<file path="config.mk">
export PLATFORM = sky130hd
export DESIGN_NAME = utf16be_to_utf8_transcoder_top
export DESIGN_NICKNAME = d
export VERILOG_FILES = /design/src/rtl/u16u8_pkg.sv /design/src/rtl/utf16be_to_utf8_transcoder_top.sv /design/src/rtl/u16u8_front.sv /design/src/rtl/u16u8_queue.sv /design/src/rtl/u16u8_back.sv
export SDC_FILE = /design/constraint.sdc
export NUM_CORES = 1
export LEC_CHECK = 0
export ABC_AREA = 1
export BUFFER_PORTS_ARGS = -buffer_cell sky130_fd_sc_hd__buf_2
export CORE_ASPECT_RATIO = 0.7
export CORE_MARGIN = 8
export CORE_UTILIZATION = 64
export CTS_BUF_LIST = sky130_fd_sc_hd__clkbuf_8
export CTS_CLUSTER_SIZE = 10
export DETAILED_ROUTE_END_ITERATION = 16
export GPL_ROUTABILITY_DRIVEN = 0
export PLACE_DENSITY = 0.82
export SYNTH_ARGS = -nofsm -noshare
export SYNTH_HDL_FRONTEND = slang
export SYNTH_SLANG_ARGS = --single-unit
</file>
<file path="constraint.sdc">
create_clock -name clk -period 4.5 [get_ports clk]
set_input_delay 0.225 -clock clk [delete_from_list [all_inputs] [get_ports clk]]
set_output_delay 0.225 -clock clk [all_outputs]
set_load 0.005 [all_outputs]
</file>
<file path="src/rtl/u16u8_pkg.sv">
`timescale 1ns / 1ps
// ----------------------------------------------------------------------------
// u16u8_pkg
// Shared types, constants and the UTF-8 encoder for the UTF-16BE to UTF-8
// transcoder.
// ----------------------------------------------------------------------------
package u16u8_pkg;

  localparam int QDepth = 2;
  localparam int QPtrW  = $clog2(QDepth);
  localparam int QCntW  = $clog2(QDepth + 1);

  localparam logic [15:0] HiSurLo  = 16'hD800;
  localparam logic [15:0] HiSurHi  = 16'hDBFF;
  localparam logic [15:0] LoSurLo  = 16'hDC00;
  localparam logic [15:0] LoSurHi  = 16'hDFFF;
  localparam logic [20:0] Lim1Byte = 21'h00080;
  localparam logic [20:0] Lim2Byte = 21'h00800;
  localparam logic [20:0] Lim3Byte = 21'h10000;
  localparam logic [10:0] SupBias  = 11'h040;

  typedef struct packed {
    logic [3:0][7:0] bytes;
    logic [2:0]      nbytes;
    logic            done;
    logic            status;
  } job_t;

  typedef struct packed {
    logic [3:0][7:0] bytes;
    logic [2:0]      nbytes;
  } enc_t;

  function automatic enc_t encode(input logic [20:0] c);
    enc_t e;
    e = '0;
    if (c < Lim1Byte) begin
      e.bytes[0] = {1'b0, c[6:0]};
      e.nbytes   = 3'd1;
    end else if (c < Lim2Byte) begin
      e.bytes[0] = {3'b110, c[10:6]};
      e.bytes[1] = {2'b10, c[5:0]};
      e.nbytes   = 3'd2;
    end else if (c < Lim3Byte) begin
      e.bytes[0] = {4'b1110, c[15:12]};
      e.bytes[1] = {2'b10, c[11:6]};
      e.bytes[2] = {2'b10, c[5:0]};
      e.nbytes   = 3'd3;
    end else begin
      e.bytes[0] = {5'b11110, c[20:18]};
      e.bytes[1] = {2'b10, c[17:12]};
      e.bytes[2] = {2'b10, c[11:6]};
      e.bytes[3] = {2'b10, c[5:0]};
      e.nbytes   = 3'd4;
    end
    return e;
  endfunction

endpackage

</file>
<file path="src/rtl/utf16be_to_utf8_transcoder_top.sv">
`timescale 1ns / 1ps
// ----------------------------------------------------------------------------
// utf16be_to_utf8_transcoder_top
// UTF-16BE to UTF-8 transcoder.
//
// Input side is a queue write port: a byte request is taken when push is high
// and full is low; end_of_name marks the final byte of a name. Output side is
// a queue read port: the oldest request sits on out_byte/byte_valid/
// name_done/status while empty is low and leaves when pop is high.
// Each code point gives one to four output bytes; the last request of a name
// has name_done set and carries the status (1 = malformed). A name with
// nothing to emit at its end gives one request with byte_valid low.
// The job for the byte that completes a code point goes into the job queue,
// then into the emitter's job register, and its first byte is then
// registered as an output request. Input bytes are taken one per cycle while
// the queue has room; the emitter gives one byte per cycle while the receiver
// pops. A stalled receiver fills the output register, then the
// two-entry job queue, then raises full. Synchronous reset empties both and
// clears the pairing, surrogate and error state.
// ----------------------------------------------------------------------------
module utf16be_to_utf8_transcoder_top (
  input  logic       clk,
  input  logic       rst,
  input  logic       push,
  output logic       full,
  input  logic [7:0] in_byte,
  input  logic       end_of_name,
  output logic       empty,
  input  logic       pop,
  output logic [7:0] out_byte,
  output logic       byte_valid,
  output logic       name_done,
  output logic       status
);

  logic            accept;
  logic            front_valid;
  u16u8_pkg::job_t front_job;
  logic            q_valid;
  u16u8_pkg::job_t q_job;
  logic            q_take;

  assign accept = push && !full;

  u16u8_front u_front (
    .clk         (clk),
    .rst         (rst),
    .accept      (accept),
    .in_byte     (in_byte),
    .end_of_name (end_of_name),
    .job_valid   (front_valid),
    .job         (front_job)
  );

  u16u8_queue u_queue (
    .clk      (clk),
    .rst      (rst),
    .wr_en    (front_valid),
    .wr_data  (front_job),
    .full     (full),
    .rd_en    (q_take),
    .rd_valid (q_valid),
    .rd_data  (q_job)
  );

  u16u8_back u_back (
    .clk        (clk),
    .rst        (rst),
    .job_valid  (q_valid),
    .job_in     (q_job),
    .job_take   (q_take),
    .empty      (empty),
    .pop        (pop),
    .out_byte   (out_byte),
    .byte_valid (byte_valid),
    .name_done  (name_done),
    .status     (status)
  );

endmodule

</file>
<file path="src/rtl/u16u8_front.sv">
`timescale 1ns / 1ps
// ----------------------------------------------------------------------------
// u16u8_front
// Pairs input bytes into code units, tracks surrogates and errors, and
// produces one encoded job per code point or name end.
// ----------------------------------------------------------------------------
module u16u8_front (
  input  logic              clk,
  input  logic              rst,
  input  logic              accept,
  input  logic [7:0]        in_byte,
  input  logic              end_of_name,
  output logic              job_valid,
  output u16u8_pkg::job_t   job
);

  logic       half_unit_held, half_unit_held_next;
  logic [7:0] held_high_byte, held_high_byte_next;
  logic       surrogate_open, surrogate_open_next;
  logic [9:0] surrogate_bits, surrogate_bits_next;
  logic       error_seen, error_seen_next;

  logic [15:0]       unit;
  logic [20:0]       cp;
  logic              emit;
  u16u8_pkg::enc_t   enc;

  assign unit = {held_high_byte, in_byte};
  assign enc  = u16u8_pkg::encode(cp);

  always_comb begin
    half_unit_held_next = half_unit_held;
    held_high_byte_next = held_high_byte;
    surrogate_open_next = surrogate_open;
    surrogate_bits_next = surrogate_bits;
    error_seen_next     = error_seen;
    emit                = 1'b0;
    cp                  = {5'd0, unit};
    if (half_unit_held) begin
      half_unit_held_next = 1'b0;
      held_high_byte_next = '0;
      if (!error_seen) begin
        if (surrogate_open) begin
          surrogate_open_next = 1'b0;
          if (unit inside {[u16u8_pkg::LoSurLo:u16u8_pkg::LoSurHi]}) begin
            cp   = {({1'b0, surrogate_bits} + u16u8_pkg::SupBias), unit[9:0]};
            emit = 1'b1;
          end else begin
            error_seen_next = 1'b1;
          end
        end else if (unit inside {[u16u8_pkg::HiSurLo:u16u8_pkg::HiSurHi]}) begin
          surrogate_open_next = 1'b1;
          surrogate_bits_next = unit[9:0];
        end else if (unit inside {[u16u8_pkg::LoSurLo:u16u8_pkg::LoSurHi]}) begin
          error_seen_next = 1'b1;
        end else begin
          emit = 1'b1;
        end
      end
    end else if (!end_of_name) begin
      half_unit_held_next = 1'b1;
      held_high_byte_next = in_byte;
    end
  end

  always_comb begin
    job.bytes  = emit ? enc.bytes : '0;
    job.nbytes = emit ? enc.nbytes : 3'd0;
    job.done   = end_of_name;
    job.status = end_of_name && (error_seen_next || surrogate_open_next);
    job_valid  = accept && (emit || end_of_name);
  end

  always_ff @(posedge clk) begin
    if (rst) begin
      half_unit_held <= 1'b0;
      held_high_byte <= '0;
      surrogate_open <= 1'b0;
      surrogate_bits <= '0;
      error_seen     <= 1'b0;
    end else if (accept) begin
      if (end_of_name) begin
        half_unit_held <= 1'b0;
        held_high_byte <= '0;
        surrogate_open <= 1'b0;
        surrogate_bits <= '0;
        error_seen     <= 1'b0;
      end else begin
        half_unit_held <= half_unit_held_next;
        held_high_byte <= held_high_byte_next;
        surrogate_open <= surrogate_open_next;
        surrogate_bits <= surrogate_bits_next;
        error_seen     <= error_seen_next;
      end
    end
  end

endmodule

</file>
<file path="src/rtl/u16u8_queue.sv">
`timescale 1ns / 1ps
// ----------------------------------------------------------------------------
// u16u8_queue
// Short job queue between the classifying front and the byte emitter.
// ----------------------------------------------------------------------------
module u16u8_queue (
  input  logic              clk,
  input  logic              rst,
  input  logic              wr_en,
  input  u16u8_pkg::job_t   wr_data,
  output logic              full,
  input  logic              rd_en,
  output logic              rd_valid,
  output u16u8_pkg::job_t   rd_data
);

  u16u8_pkg::job_t                   slots [u16u8_pkg::QDepth];
  logic [u16u8_pkg::QPtrW-1:0]       wptr, rptr;
  logic [u16u8_pkg::QCntW-1:0]       count;

  localparam logic [u16u8_pkg::QPtrW-1:0] LastPtr = u16u8_pkg::QPtrW'(u16u8_pkg::QDepth - 1);
  localparam logic [u16u8_pkg::QCntW-1:0] FullCnt = u16u8_pkg::QCntW'(u16u8_pkg::QDepth);

  assign full     = (count == FullCnt);
  assign rd_valid = (count != '0);
  assign rd_data  = slots[rptr];

  always_ff @(posedge clk) begin
    if (wr_en) begin
      slots[wptr] <= wr_data;
    end
  end

  always_ff @(posedge clk) begin
    if (rst) begin
      wptr  <= '0;
      rptr  <= '0;
      count <= '0;
    end else begin
      if (wr_en) begin
        wptr <= (wptr == LastPtr) ? '0 : wptr + 1'b1;
      end
      if (rd_en) begin
        rptr <= (rptr == LastPtr) ? '0 : rptr + 1'b1;
      end
      if (wr_en && !rd_en) begin
        count <= count + 1'b1;
      end else if (rd_en && !wr_en) begin
        count <= count - 1'b1;
      end
    end
  end

  a_no_overflow: assert property (@(posedge clk) disable iff (rst)
    full |-> !wr_en) else $error("queue written while full");
  a_no_underflow: assert property (@(posedge clk) disable iff (rst)
    rd_en |-> rd_valid) else $error("queue read while empty");
  a_count_bound: assert property (@(posedge clk) disable iff (rst)
    count <= FullCnt) else $error("queue count out of range");

endmodule

</file>
<file path="src/rtl/u16u8_back.sv">
`timescale 1ns / 1ps
// ----------------------------------------------------------------------------
// u16u8_back
// Takes jobs from the queue and emits their UTF-8 bytes one per cycle into
// the output register while it is empty or being popped.
// ----------------------------------------------------------------------------
module u16u8_back (
  input  logic              clk,
  input  logic              rst,
  input  logic              job_valid,
  input  u16u8_pkg::job_t   job_in,
  output logic              job_take,
  output logic              empty,
  input  logic              pop,
  output logic [7:0]        out_byte,
  output logic              byte_valid,
  output logic              name_done,
  output logic              status
);

  u16u8_pkg::job_t job;
  logic            busy;
  logic            out_valid;
  logic            emit;
  logic            last_of_job;

  assign empty       = !out_valid;
  assign emit        = busy && (!out_valid || pop);
  assign last_of_job = (job.nbytes <= 3'd1);
  assign job_take    = job_valid && (!busy || (emit && last_of_job));

  always_ff @(posedge clk) begin
    if (rst) begin
      busy <= 1'b0;
    end else if (job_take) begin
      busy <= 1'b1;
    end else if (emit && last_of_job) begin
      busy <= 1'b0;
    end
  end

  always_ff @(posedge clk) begin
    if (job_take) begin
      job <= job_in;
    end else if (emit) begin
      job.bytes  <= {8'd0, job.bytes[3:1]};
      job.nbytes <= job.nbytes - 3'd1;
    end
  end

  always_ff @(posedge clk) begin
    if (rst) begin
      out_valid <= 1'b0;
    end else if (emit) begin
      out_valid <= 1'b1;
    end else if (pop) begin
      out_valid <= 1'b0;
    end
  end

  always_ff @(posedge clk) begin
    if (emit) begin
      out_byte   <= (job.nbytes != 3'd0) ? job.bytes[0] : 8'd0;
      byte_valid <= (job.nbytes != 3'd0);
      name_done  <= job.done && last_of_job;
      status     <= job.done && job.status && last_of_job;
    end
  end

  a_empty_only_at_end: assert property (@(posedge clk) disable iff (rst)
    (out_valid && !byte_valid) |-> name_done) else $error("empty request before name end");
  a_status_with_done: assert property (@(posedge clk) disable iff (rst)
    (out_valid && status) |-> name_done) else $error("status without name end");
  a_job_len: assert property (@(posedge clk) disable iff (rst)
    busy |-> (job.nbytes <= 3'd4)) else $error("job length out of range");

endmodule
</file>
* Word level (Yosys, flattened, before mapping) *
Memory sizes are Yosys's and may differ from the RTL's. A register that Yosys moved wholly into a read port is not among the register bits.
Cells that the tools add are included.

word-level totals
  bits in registers = 75
  memory bits (writable) = 74
  input bits = 13
  output and inout bits = 13
  word-level logic and storage cells = 121
  memories = 1

memories
  name           depth  bits a word  rd ports  clocked after memory_dff  write ports  line               source
  u_queue.slots  2      37           1         1                         1            u16u8_queue.sv:17  u16u8_pkg::job_t slots [u16u8_pkg::QDepth];

cells by class
  $add $sub $neg = 6
  order comparisons = 8
  equal/unequal tests = 3
  multiplexer cells = 51
  reduce and logical (&&, ||, !) cells = 31

operators by type and width
  cell                   count
  $mux 21                4
  $mux 35                2
  $mux 10                5
  $ge 16x16->1 const B   2
  $le 16x16->1 const B   2
  $mux 32                1
  $mux 1                 28
  $mux 25                1
  $mux 24                1
  $mux 8                 3
  $lt 21x12->1 const B   1
  $lt 21x17->1 const B   1
  $lt 21x8->1 const B    1
  $mux 19                1
  $mux 16                1
  $reduce_bool 2->1      7
  $logic_and 1x1->1      13
  $add 10x7->11 const B  1
  $mux 11                1
  $logic_not 1->1        5
  $reduce_and 5->1       1
  $logic_or 1x1->1       4
  $mux 2                 2
  $ne 2x2->1 const B     2
  other kinds (8)        9

* Depth between registers and ports, before layout *
  depth after elaboration = 13
  gate-level depth with buffers = 15
  depth with buffers taken out = 15

* Hierarchy *
From an unflattened synthesis, not the netlist that was laid out.

unflattened totals
  cells, all modules = 634
  area, all modules = 7074.3 um^2

modules (own cells, without submodules)
  module                          instances  cells an instance  area an instance (um^2)  sequential area each (um^2)
  u16u8_queue                     1          148                3049.2                   2322.2
  u16u8_back                      1          202                2338.5                   1481.4
  u16u8_front                     1          282                1676.6                   420.4
  utf16be_to_utf8_transcoder_top  1          2                  10.0                     0.0

* Worst setup path before layout *
No wires, ideal clock.

  kind = register -> register
  from = reg u_back.out_valid
  to = reg u_back.job[10] (netlist bit), enable pin
  library setup time = 0.466 ns
  arrival time = 2.697 ns
  required time = 4.034 ns
  slack = 1.337 ns
  cell stages (with the launch flop) = 4
  path buffers = 0
  clock period less this slack = 3.163 ns
  cells stage by stage = dfxtp_1 > inv_1 > nor2_1 > o21ai_0

between the ends
  cells in the longest elaborated chain, start to end = 7

RTL lines
  item                             line                                  source
  start, declared                  u16u8_back.sv:23                      logic out_valid;
  start signal, assigned           u16u8_back.sv:53                      out_valid <= 1'b0;
  start signal, assigned           u16u8_back.sv:55                      out_valid <= 1'b1;
  start signal, assigned           u16u8_back.sv:57                      out_valid <= 1'b0;
  $logic_not 1->1 (*)              --
  net empty                        utf16be_to_utf8_transcoder_top.sv:28  output logic empty,
  $logic_or 1x1->1 (*)             u16u8_back.sv:28                      assign emit = busy && (!out_valid || pop);
  $logic_and 1x1->1 (*)            u16u8_back.sv:28
  $logic_and 1x1->1                u16u8_back.sv:30                      assign job_take = job_valid && (!busy || (emit && last_of_job));
  $logic_or 1x1->1                 u16u8_back.sv:30
  $logic_and 1x1->1                u16u8_back.sv:30
  $reduce_bool 2->1 (no line) (*)  --
  end signal, assigned             u16u8_back.sv:44                      job <= job_in;
  end, declared                    u16u8_back.sv:21                      u16u8_pkg::job_t job;

The timed path passes the listed nets; every way through them passes the cells marked *.
A chain may end at the register's enable or synchronous reset.

* Worst setup path in the final report *
  from = reg u_front.held_high_byte[4]
  to = mem u_queue.slots[0][29] (netlist bit), enable pin

between the ends
  cells in the longest elaborated chain, start to end = 11
  elaborated cells on any way between the ends = 16
  classes of those cells = order compare (4); mux (8); reduce/logical (4)

RTL lines
  item                                          line                                  source
  start, declared                               u16u8_front.sv:18                     logic [7:0] held_high_byte, held_high_byte_next;
  start signal, assigned                        u16u8_front.sv:90                     held_high_byte <= held_high_byte_next;
  $ge 16x16->1 or $le 16x16->1 (tied branches)  u16u8_front.sv:45, u16u8_front.sv:54
  $logic_and 1x1->1                             u16u8_front.sv:45, u16u8_front.sv:54
  $mux 1                                        u16u8_front.sv:54                     end else if (unit inside {[u16u8_pkg::LoSurLo:u16u8_pkg::LoSurHi]}) begin
  $mux 1                                        u16u8_front.sv:51                     end else if (unit inside {[u16u8_pkg::HiSurLo:u16u8_pkg::HiSurHi]}) begin
  $mux 1 (*)                                    u16u8_front.sv:43                     if (surrogate_open) begin
  $mux 1 (*)                                    u16u8_front.sv:42                     if (!error_seen) begin
  $mux 1 (*)                                    u16u8_front.sv:39                     if (half_unit_held) begin
  $logic_or 1x1->1 (*)                          u16u8_front.sv:71                     job_valid = accept && (emit || end_of_name);
  $logic_and 1x1->1 (*)                         u16u8_front.sv:71
  $mux 1 (*)                                    u16u8_queue.sv:29                     if (wr_en) begin
  $mux 1 (not written as such) (*)              u16u8_queue.sv:30                     slots[wptr] <= wr_data;
  end, declared                                 u16u8_queue.sv:17

Mark *: on every way between the ends. The rest lies on a longest branch, timed or not.

==> results.md <==
* Post-synth top flop: edfxtp_1
* CTS tree: yes
* Overall die width at about 130 um
* # setup viols final at 0
* Max cap viols at 0
* Tot GR Track Use at between 15 and 20%
* N_diodes at 0
* Avg WL per Cell at around 16 um
* Final nets at roughly 650
* Worst-path fanout max at 23
* Clock Root Buffer: clkbuf_8
* CTS Hold Bufs at 0
* Area delta synth->final at 10.58%
* Switching Fraction at between 30% and 40%
* Synthesized area at about 6000 um2
* Fraction of registers with async set/reset at 0%
* Initial antenna violation count at 0
* CP Class: flip-flop to flip-flop
* Syn. warnings at 0
* Post-CTS resize count at 0
* Top-level I/O count at 26
* Max-slew violation count at 0
* Sink Count at around 140
* Setup bufs post-CTS at 0
* Sequential area share after synthesis at around 64%
* Site Rows at 29
* Routed vias at around 4,200
* Worst path required time at about 4.6 ns
* Comb pwr share at 29.0%
* Outcome: completed
* Fmax at roughly 320 MHz
* Post-Route WL at 12,150 um
* Layout cells sized above 1 at roughly 14%
* Grt ovf at 0
* Startpoint types: flip-flop
* Area of the die at ~13,000 um2
* WP data arrival at about 3.2 ns
* RSZ-0062 raised after global routing: no
* Distinct cells, synth at 37
* Avg Inst Size Synth at between 10 and 15 um2
* Post-layout util at between 70 and 80%
* First-pass GRT wire length at just under 20,000 um
* TNS Setup at 0 ns
* Die Y at 96.89 um
* TritonRoute pass-1 iters at 6
* Vias in the first global route at a little over 4,000
* Hpwl dp at 8047 um
* Clk pwr share at 23.1%
* Gate Count Post-Synth at 597
* Synth cell count leaders: nand2_1 (157), edfxtp_1 (109), inv_1 (59), nor2_1 (59), a21oi_1 (50)
* Worst Hold Class: input pin to flip-flop
* Sw power at between 1000 and 1500 uW
* Cell taking the most area after synthesis: edfxtp_1
* Final period utilization at around 70%
* Vias per inst at 5.548
* DRT antenna net count at 0
* DRC Markers at 0
* Seq cells post-synth at between 100 and 150
* Max VDD drop at between 0.3 and 0.4 mV
* Internal at 2684 uW
* Most frequent cell after synthesis: nand2_1
* Starting DRC count in detailed routing at 426
* Post-Syn Nets at between 600 and 700
* Period minus WS final at roughly 3.1 ns
* Clock Pin Slew Worst Setup and Hold Paths at 0.07 ns
* Sequential power share at about 48%
* Clock network latency to the later pin of the worst-skew pair at roughly 0.43 ns
* Yosys top cell area share at 54.72%
* IO buf count at 25
* Slew headroom at 42.18%
* Clock Path Buffers at 2
* Worst-margin pin slew at 0.8640 ns
* CTS buffer count at 17
* Post-synth EDFFs at roughly 110
* CTS H-Tree Depth at 4
* Post-DP Area at 6247 um2
* Clock Skew at approximately 0.013 ns
* Critical path endpoint category: flip-flop
* Core Area at 9071 um2
* Synth area leaders: edfxtp_1 (55%), nand2_1 (9.9%), dfxtp_1 (9.4%)
* Final hold vios at 0
* PwrDens at 608.1 nW/um2
* Post-route cell area at 6615 um2
* Initial Utilization at about 66%
* Static Leakage at about 0.0026 uW
* Largest net degree at the start of global routing at just over 50
## layout make-up
cell class	count	area, um2
fill	652	2456
inverter	67	259.0
clock buffer	19	261.5
clock inverter	13	106.4
sequential	137	3834
tap	124	155.1
multi-input combinational	373	1822
timing repair buffer	32	177.7
## worst max-delay path: stages (launching register included)
cell	delay, ns
dfxtp_1	0.42
nand2_2	0.11
nor2_4	0.18
nand2_4	0.09
nand2_1	0.08
nand4_1	0.49
a21oi_1	0.49
inv_1	0.09
nor2_2	0.39
buf_4	0.41
## logic make-up (layout without fill, tap and decap cells)
| group | Yosys count | count (layout) | synth area share (%) |
|---|---|---|---|
| AO/OA/AOI/OAI | 100 | 100 | 9.078 |
| buffers and inverters | 87 | 131 | 5.752 |
| adder cells (fa/ha/maj) | 4 | 4 | 0.8367 |
| flip-flops | 137 | 137 | 64.09 |
| AND/OR/NAND/NOR | 267 | 267 | 19.95 |
| XOR/XNOR | 2 | 2 | 0.2929 |
## cells in the final DEF, fill, tap and decap left out, types with 2 or more instances in the layout
master / Yosys / routed
nand2_4: 3 / 3
buf_2: 2 / 25
o21bai_1: 3 / 3
nor2_2: 2 / 3
nand2_2: 7 / 7
inv_1: 59 / 68
nand3_1: 20 / 20
nor2_1: 59 / 58
inv_2: 6 / 6
nor3_2: 3 / 3
clkbuf_8: 0 / 19
nand4_1: 5 / 5
o21ai_1: 8 / 8
clkinv_4: 1 / 2
ha_1: 4 / 4
nor2_4: 4 / 4
bufinv_16: 0 / 2
a31oi_1: 21 / 21
o21ai_0: 14 / 13
a21oi_1: 50 / 49
buf_4: 2 / 7
nand2_1: 157 / 157
dfxtp_1: 28 / 28
edfxtp_1: 109 / 109
## path summary, 6_finish.rpt
kind,start,slack (ns),depth (start not counted),to
max,u_front.held_high_byte[4],1.38,9,u_queue.slots[0][29]
min,end_of_name,0.05,1,u_queue.slots[0][1]
max reg2reg,u_front.held_high_byte[4],1.38,9,u_queue.slots[0][29]
min reg2reg,u_queue.rptr,0.45,1,u_queue.rptr
## flip-flops by register name (all words and copies together) (netlist names), 2 cells and up, named ones only
signal                  flops
u_queue.count               2
u_queue.slots              64
u_front.held_high_byte      8
u_front.surrogate_bits     10
u_back.job                 34
u_back.out_byte             8
## power groups by stage
stage / Sequential (uW) / Clock, uW / Combinational, uW
after floorplan: 1960 / 0 / 803
final: 1930 / 927 / 1170
after global routing: 1960 / 988 / 1320
after detailed placement: 1960 / 0 / 1160
after global placement: 1940 / 0 / 1120
after CTS: 1930 / 946 / 1170
## per-layer routing
metal	track usage, %	vias to the layer above	wire length, um	part of all wire [%]
met5	0	-	0	0
met3	5.630	22	869	7.2
met1	25.21	1985	5347	44
met2	30.15	176	5717	47
li1	-	2061	-	-
met4	9.675	0	219	1.8
## per-stage QoR
step	power [uW]	setup slack, ns	hold WS, ns	std cells
after floorplan	2766	1.337	0.2941	597
after global placement	3065	1.620	0.4340	733
after detailed placement	3121	1.455	0.4421	733
after CTS	4047	1.412	0.01592	765
after global routing	4266	1.194	0.02677	765
final	4023	1.383	0.05229	765
Note: power is estimated with default switching activity, not from simulation.
